<file path="src/design/three_wire_thermometer_master_defines.svh">
// Assertion macros for the three-wire thermometer master.
`ifndef THREE_WIRE_THERMOMETER_MASTER_DEFINES_SVH
`define THREE_WIRE_THERMOMETER_MASTER_DEFINES_SVH

// Same-cycle implication, disabled during reset.
`define TWTM_ASSERT_IMPLY(label, clk, rst, ante, cons) \
  label: assert property (@(posedge clk) disable iff (rst) (ante) |-> (cons)) \
    else $error("twtm: same-cycle check failed");

// Next-cycle implication, disabled during reset.
`define TWTM_ASSERT_NEXT(label, clk, rst, ante, cons) \
  label: assert property (@(posedge clk) disable iff (rst) (ante) |=> (cons)) \
    else $error("twtm: next-cycle check failed");

`endif

</file>
<file path="src/design/twtm_pkg.sv">
// Types and constants for the three-wire thermometer master.
package twtm_pkg;

  localparam int CMD_BITS  = 8;
  localparam int READ_BITS = 16;

  // Register indexes on the configuration port
  localparam logic REG_TICKS_PER_PHASE = 1'b0;

  localparam logic [7:0] TICKS_RESET = 8'd1;

  typedef struct packed {
    logic       mode;
    logic [7:0] command;
    logic       read_reply;
    logic       dq_in;
  } item_t;

  typedef struct packed {
    logic              clk_out;
    logic              rst_out;
    logic              dq_out;
    logic              dq_drive;
    logic              busy_res;
    logic              done_res;
    logic [15:0]       raw_word;
    logic signed [7:0] whole_degrees;
    logic signed [3:0] tenths;
  } result_t;

endpackage

</file>
<file path="src/design/three_wire_thermometer_master.sv">
// Three-wire thermometer master: pin sequencer, config register and result register.
// Each accepted item is one time tick (or a start request when idle) and yields
// exactly one result, which appears in the result register on the following cycle.
// The sequencer takes one item per clock unless the result register is held full:
// only combinational pin/decode logic sits between the request and the result
// register, so the block keeps accepting while a held result is taken in the same
// cycle. After the start request a transaction lasts (1 + 2*8 [+ 2*16]) *
// ticks_per_phase ticks (a setting of 0 counts as 1); a start request while busy is
// a plain tick. Pin levels in each result are those after that tick's update.

`include "three_wire_thermometer_master_defines.svh"

module three_wire_thermometer_master (
  input  logic                clk,
  input  logic                rst,
  input  logic                item_valid,
  output logic                item_stall,
  input  twtm_pkg::item_t     item,
  output logic                result_valid,
  input  logic                result_stall,
  output twtm_pkg::result_t   result,
  input  logic                psel,
  input  logic                penable,
  input  logic                pwrite,
  input  logic [2:0]          paddr,
  input  logic [31:0]         pwdata,
  output logic [31:0]         prdata,
  output logic                pready
);

  localparam logic [2:0] PH_IDLE      = 3'd0;
  localparam logic [2:0] PH_SETUP     = 3'd1;
  localparam logic [2:0] PH_SEND_LOW  = 3'd2;
  localparam logic [2:0] PH_SEND_HIGH = 3'd3;
  localparam logic [2:0] PH_READ_LOW  = 3'd4;
  localparam logic [2:0] PH_READ_HIGH = 3'd5;

  logic [7:0]  ticks_per_phase;
  logic [2:0]  phase, phase_next;
  logic [4:0]  bit_count, bit_count_next;
  logic [7:0]  shift_out, shift_out_next;
  logic [15:0] shift_in, shift_in_next;
  logic [7:0]  divider_count, divider_count_next;
  logic        read_pending, read_pending_next;
  logic [15:0] last_word, last_word_next;
  logic        clock_level, clock_level_next;

  logic        accept;
  logic        done;
  logic [7:0]  half;
  logic [7:0]  div_inc;
  logic [4:0]  bit_inc;
  logic        sending;
  logic [8:0]  temp_raw;
  logic [8:0]  temp_mag;
  logic signed [7:0] whole;
  logic signed [3:0] tenth;
  twtm_pkg::result_t result_next;

  logic        reading;
  logic        start_taken;
  logic        result_done;
  logic        setup_shown;

  // Configuration port
  assign pready = 1'b1;
  assign prdata = (paddr[2] == twtm_pkg::REG_TICKS_PER_PHASE) ? {24'd0, ticks_per_phase}
                                                               : 32'd0;

  always_ff @(posedge clk) begin
    if (rst) begin
      ticks_per_phase <= twtm_pkg::TICKS_RESET;
    end else if (psel && penable && pwrite && pready
                 && paddr[2] == twtm_pkg::REG_TICKS_PER_PHASE) begin
      ticks_per_phase <= pwdata[7:0];
    end
  end

  // Request side stalls only when the result register is full and held
  assign item_stall = result_valid && result_stall;
  assign accept     = item_valid && !item_stall;

  assign half    = (ticks_per_phase == 8'd0) ? 8'd1 : ticks_per_phase;
  assign div_inc = divider_count + 8'd1;
  assign bit_inc = bit_count + 5'd1;

  always_comb begin
    phase_next         = phase;
    bit_count_next     = bit_count;
    shift_out_next     = shift_out;
    shift_in_next      = shift_in;
    divider_count_next = divider_count;
    read_pending_next  = read_pending;
    last_word_next     = last_word;
    clock_level_next   = clock_level;
    done               = 1'b0;
    if (phase == PH_IDLE) begin
      if (item.mode) begin
        shift_out_next     = item.command;
        read_pending_next  = item.read_reply;
        bit_count_next     = 5'd0;
        shift_in_next      = 16'd0;
        divider_count_next = 8'd0;
        clock_level_next   = 1'b1;
        phase_next         = PH_SETUP;
      end
    end else begin
      // sample on the first tick after the falling edge
      if (phase == PH_READ_LOW && divider_count == 8'd0) begin
        shift_in_next = shift_in | (16'(item.dq_in) << bit_count[3:0]);
      end
      divider_count_next = div_inc;
      if (div_inc >= half) begin
        divider_count_next = 8'd0;
        case (phase)
          PH_SETUP: begin
            bit_count_next   = 5'd0;
            clock_level_next = 1'b0;
            phase_next       = PH_SEND_LOW;
          end
          PH_SEND_LOW: begin
            clock_level_next = 1'b1;
            phase_next       = PH_SEND_HIGH;
          end
          PH_SEND_HIGH: begin
            bit_count_next = bit_inc;
            shift_out_next = shift_out >> 1;
            if (bit_inc < 5'(twtm_pkg::CMD_BITS)) begin
              clock_level_next = 1'b0;
              phase_next       = PH_SEND_LOW;
            end else if (read_pending) begin
              bit_count_next   = 5'd0;
              clock_level_next = 1'b0;
              phase_next       = PH_READ_LOW;
            end else begin
              phase_next = PH_IDLE;
              done       = 1'b1;
            end
          end
          PH_READ_LOW: begin
            clock_level_next = 1'b1;
            phase_next       = PH_READ_HIGH;
          end
          PH_READ_HIGH: begin
            bit_count_next = bit_inc;
            if (bit_inc < 5'(twtm_pkg::READ_BITS)) begin
              clock_level_next = 1'b0;
              phase_next       = PH_READ_LOW;
            end else begin
              last_word_next = shift_in;
              phase_next     = PH_IDLE;
              done           = 1'b1;
            end
          end
          default: begin
            phase_next       = PH_IDLE;
            clock_level_next = 1'b1;
          end
        endcase
      end
    end
  end

  // Decode low 9 bits as two's complement half-degrees, truncating toward zero
  assign temp_raw = last_word_next[8:0];
  assign temp_mag = temp_raw[8] ? (9'd0 - temp_raw) : temp_raw;

  always_comb begin
    if (temp_raw[8]) begin
      whole = 8'(9'd0 - {1'b0, temp_mag[8:1]});
      tenth = temp_mag[0] ? -4'sd5 : 4'sd0;
    end else begin
      whole = 8'(temp_mag[8:1]);
      tenth = temp_mag[0] ? 4'sd5 : 4'sd0;
    end
  end

  assign sending = (phase_next == PH_SEND_LOW) || (phase_next == PH_SEND_HIGH);

  always_comb begin
    result_next.clk_out       = clock_level_next;
    result_next.rst_out       = (phase_next != PH_IDLE);
    result_next.dq_out        = sending && shift_out_next[0];
    result_next.dq_drive      = sending || (phase_next == PH_SETUP);
    result_next.busy_res      = (phase_next != PH_IDLE);
    result_next.done_res      = done;
    result_next.raw_word      = last_word_next;
    result_next.whole_degrees = whole;
    result_next.tenths        = tenth;
  end

  always_ff @(posedge clk) begin
    if (rst) begin
      phase         <= PH_IDLE;
      bit_count     <= 5'd0;
      shift_out     <= 8'd0;
      shift_in      <= 16'd0;
      divider_count <= 8'd0;
      read_pending  <= 1'b0;
      last_word     <= 16'd0;
      clock_level   <= 1'b1;
    end else if (accept) begin
      phase         <= phase_next;
      bit_count     <= bit_count_next;
      shift_out     <= shift_out_next;
      shift_in      <= shift_in_next;
      divider_count <= divider_count_next;
      read_pending  <= read_pending_next;
      last_word     <= last_word_next;
      clock_level   <= clock_level_next;
    end
  end

  always_ff @(posedge clk) begin
    if (rst) begin
      result_valid <= 1'b0;
    end else if (accept) begin
      result_valid <= 1'b1;
    end else if (!result_stall) begin
      result_valid <= 1'b0;
    end
  end

  always_ff @(posedge clk) begin
    if (accept) begin
      result <= result_next;
    end
  end

  assign reading     = (phase == PH_READ_LOW) || (phase == PH_READ_HIGH);
  assign start_taken = accept && (phase == PH_IDLE) && item.mode;
  assign result_done = result_valid && result.done_res;
  assign setup_shown = result_valid && result.dq_drive && result.clk_out;

  `TWTM_ASSERT_IMPLY(a_idle_clock_high, clk, rst, phase == PH_IDLE, clock_level)
  `TWTM_ASSERT_IMPLY(a_read_count_range, clk, rst, reading, bit_count < 5'(twtm_pkg::READ_BITS))
  `TWTM_ASSERT_IMPLY(a_done_not_busy, clk, rst, result_done, !result.busy_res && !result.dq_drive)
  `TWTM_ASSERT_NEXT(a_start_drives, clk, rst, start_taken, setup_shown)

endmodule
</file>
<file path="config.mk">
export PLATFORM = sky130hd
export DESIGN_NAME = three_wire_thermometer_master
export DESIGN_NICKNAME = d
export VERILOG_FILES = /design/src/design/twtm_pkg.sv /design/src/design/three_wire_thermometer_master.sv
export VERILOG_INCLUDE_DIRS = /design/src /design/src/design
export SDC_FILE = /design/constraint.sdc
export NUM_CORES = 1
export LEC_CHECK = 0
export ABC_CLOCK_PERIOD_IN_PS = 4210
export BUFFER_PORTS_ARGS = -buffer_cell sky130_fd_sc_hd__buf_2
export CORE_MARGIN = 10
export CORE_UTILIZATION = 41
export DETAILED_ROUTE_END_ITERATION = 12
export PLACE_DENSITY = 0.66
export SLEW_MARGIN = 20
export SYNTH_ARGS = -nofsm -noshare
export SYNTH_HDL_FRONTEND = slang
export SYNTH_SLANG_ARGS = --single-unit
</file>
<file path="constraint.sdc">
create_clock -name clk -period 4.21 [get_ports clk]
set_input_delay 0.842 -clock clk [delete_from_list [all_inputs] [get_ports clk]]
set_output_delay 0.842 -clock clk [all_outputs]
set_load 0.03 [all_outputs]
</file>
==> results.toml <==
[die]
rows = 40
initial_core_util_pct = 42.2
die_w_um = 132
ios = 122
die_area_mm2 = 0.0173
core_mm2 = 0.0121
die_h_um = 132

[logic_synthesis]
syn_area_mm2 = 0.00511
synth_top_area_cell = "dfxtp_1"
synth_cells = 596
synth_top_area_share_pct = 26.2
synthTopCellsByArea = "dfxtp_1, edfxtp_1, nand2_1"
ys_seq_elements = 98
ys.flop_type = "dfxtp_1"
ys_seq_area_share_pct = 44.5
synth_edf_count = 31
ys_types = 49
syn_area_per_cell_um2 = 8.58
synthArstFlopShare_pct = 0
yosysWarnings = 0

[cells_and_area]
regArea_mm2 = 0.00228
fillCellCount = 1188
utilization_pct = 48.6
multi_input_area_mm2 = 0.00254
area_delta_synth_final_pct = 15.1
final_layout_size_suffix_gt1_share_pct = 21.3
nNetsFinal = 721
layoutNonFillerInstCount = 829
antennaDiodeCount = 0

[pwr]
vdd_ir_drop_max_uv = 183
p_clk_share_pct = 38.7
pwr-share-comb_pct = 12.1
p_total_mw = 2.09
power-per-cell-area_mw_per_mm2 = 355
p_seq_share_pct = 49.2
switching_share_pct = 28.4
p_int_mw = 1.50
p_leak_nw = 2.27
netSwitchingPower_mw = 0.592

[place]
place_congestion = 0.868
post-place-ws_ns = -0.0123
portBuffers = 70
dp_cells = 809
hpwl_mm = 8.53

[worst_setup_path]
crit_end = "result[10]"
cp-startpoint = "divider_count[0]"
critPathMaxFanout = 4
path_class = "reg -> reg"
r2r_slack_ns = 0.24
arrival_ns = 4.07
timing.rr.end = "result[10]"
cp-end-kind = "register"
r2r-start = "divider_count[0]"
crit_required_ns = 4.31
r2r_cells = 18
start_kind = "register"

[route]
drc = 0
vias_per_cell = 5.07
finalWirelength_mm = 11.6
firstDrtPassIters = 5
post_drt_wl_per_cell_um = 14.0
drtIter0Drc = 247
detail-route-antenna-nets = 0
vias = 4199

[grt]
grt_max_degree = 36
grt_pass1_wl_mm = 19.3
grt_pass1_vias = 3949
track_usage_pct = 13.2
antenna_found_initial = 0
overflow = 0

[timing]
final_max_slew_viol_count = 0
min_period_ns = 3.97
min_period_over_period_pct = 94.4
finClkSkew_ns = 0.00577
max_freq_ghz = 0.252
setup_violations = 0
relSlewSlack_pct = 58.2
worst_pin_slew_ns = 0.627
worst_slack_ns = 0.237
hold_viol_final = 0

[run]
drv_cap = 0

[cts]
h-tree-depth = 3
postCtsHoldBufs = 0
root_buffer = "clkbuf_16"
clock_latency_ns = 0.35
clockBufferDepth = 2
path_clk_slew_ns = 0.07
cts_tree = "yes"
numCtsBuffers = 9
cts_sinks = 98

[worst_hold_path]
holdCritPathClass = "reg -> reg"

[status]
status = "finished, final reports clean"
==> power groups by stage <==
stage	logic, mW	clock network, mW	registers (mW)
final	0.253	0.809	1.03
after global routing	0.278	0.869	1.03
after CTS	0.248	0.832	1.03
after floorplan	0.170	0	1.08
after global placement	0.243	0	1.05
after detailed placement	0.247	0	1.05
==> sequential cells by signal, summed over array words and instances, names as in the netlist, 3 cells and up <==
register / flops
shift_in: 16
last_word: 16
shift_out: 8
bit_count: 5
ticks_per_phase: 8
phase: 3
divider_count: 8
result: 31
==> cell type report <==
type	count	area share, %
Clock buffer	9	3.83
Clock inverter	7	1.08
Sequential cell	98	38.8
Inverter	16	1.02
Timing Repair Buffer	90	8.57
Tap cell	168	3.57
Multi-Input combinational cell	441	43.2
==> worst min path at each step <==
stage	cells past startpoint	start	slack, ns	end
3_5_place_dp	2	last_word[10]	0.45	last_word[10]
4_1_cts	2	last_word[12]	0.46	last_word[12]
2_1_floorplan	2	last_word[10]	0.43	last_word[10]
5_1_grt	2	last_word[9]	0.48	last_word[9]
3_3_place_gp	2	last_word[15]	0.44	last_word[15]
6_report	2	last_word[14]	0.46	last_word[14]
==> cell usage in the layout (no fill, tap or decap), drive strengths merged, types with 3 or more instances in the layout <==
cell	n
a211oi	17
a21oi	53
a22oi	7
a31oi	7
and2	3
and3	4
buf	90
clkbuf	9
conb	25
dfxtp	67
edfxtp	31
ha	12
inv	22
mux2	14
mux2i	7
nand2	93
nand2b	6
nand3	12
nand3b	5
nand4	3
nor2	82
nor2b	4
nor3	7
nor4	5
o21ai	21
o31ai	5
or2	4
xnor2	18
xor2	9
==> timing repair <==
item,CTS,global route
pin swaps,1,5
buffers inserted,0,4
resized for setup,1,13
hold endpoints to repair,0,0
endpoints found under the setup margin,1,2
==> layer usage <==
metal	vias up	GRT usage (%)	wire length, um
li1	2127	-	-
met1	1944	16.7	5410
met2	115	21.1	5450
met3	13	2.67	536
met4	0	6.12	190
met5	-	0	0
==> Yosys cell counts, types with 3 or more instances <==
cell and count:
a211oi_2 3, nand3b_1 5, o31ai_1 5, dfxtp_1 67
nor4_1 5, mux2i_1 7, a211oi_1 14, and2_1 3
ha_1 12, inv_1 15, buf_2 8, nor3_1 7
edfxtp_1 31, nand2b_1 6, nand2_1 93, buf_4 31
xor2_1 9, a22oi_1 7, o21ai_0 19, clkbuf_1 25
and3_1 4, mux2_2 14, nand3_1 12, xnor2_1 18
or2_2 4, nand4_1 3, a21oi_1 52, nor2b_1 4
nor2_1 82, a31oi_1 7
==> kinds of logic after synthesis <==
| group | count (synthesis) | synth area share (%) |
|---|---|---|
| and+or+nand+nor | 235 | 20.1 |
| AOI/OAI and AO/OA | 121 | 14.9 |
| DFF | 98 | 44.5 |
| buffers and inverters | 80 | 8.35 |
| xor gates and xnor gates | 27 | 4.63 |
| muxes | 21 | 4.46 |
| adders and majority gates | 12 | 2.94 |
| other | 2 | 0.147 |
==> through the flow <==
stage,cell area [um2],TNS (ns),hold WS [ns]
2_1_floorplan,5200,0,0.434
3_3_place_gp,5520,0,0.440
3_5_place_dp,5520,-0.0123,0.450
4_1_cts,5810,0,0.461
5_1_grt,5880,-0.0171,0.477
6_report,5880,0,0.458
==> worst max-delay path, cell delays in order, from the launching register on <==
cell and delay, ns:
dfxtp_4 0.38, ha_4 0.15, nand3_1 0.10, or2_4 0.27, xnor2_1 0.13, ha_1 0.28, nand2_1 0.06, a311o_2 0.42
a21oi_4 0.22, mux2i_4 0.31, nor2_1 0.08, xor2_1 0.14, mux2i_1 0.15, ha_2 0.22, o21ai_0 0.08, mux2i_1 0.20
a211oi_1 0.07, a311oi_1 0.34, xnor2_1 0.12
No activity file was read; power rests on OpenSTA's default activity.
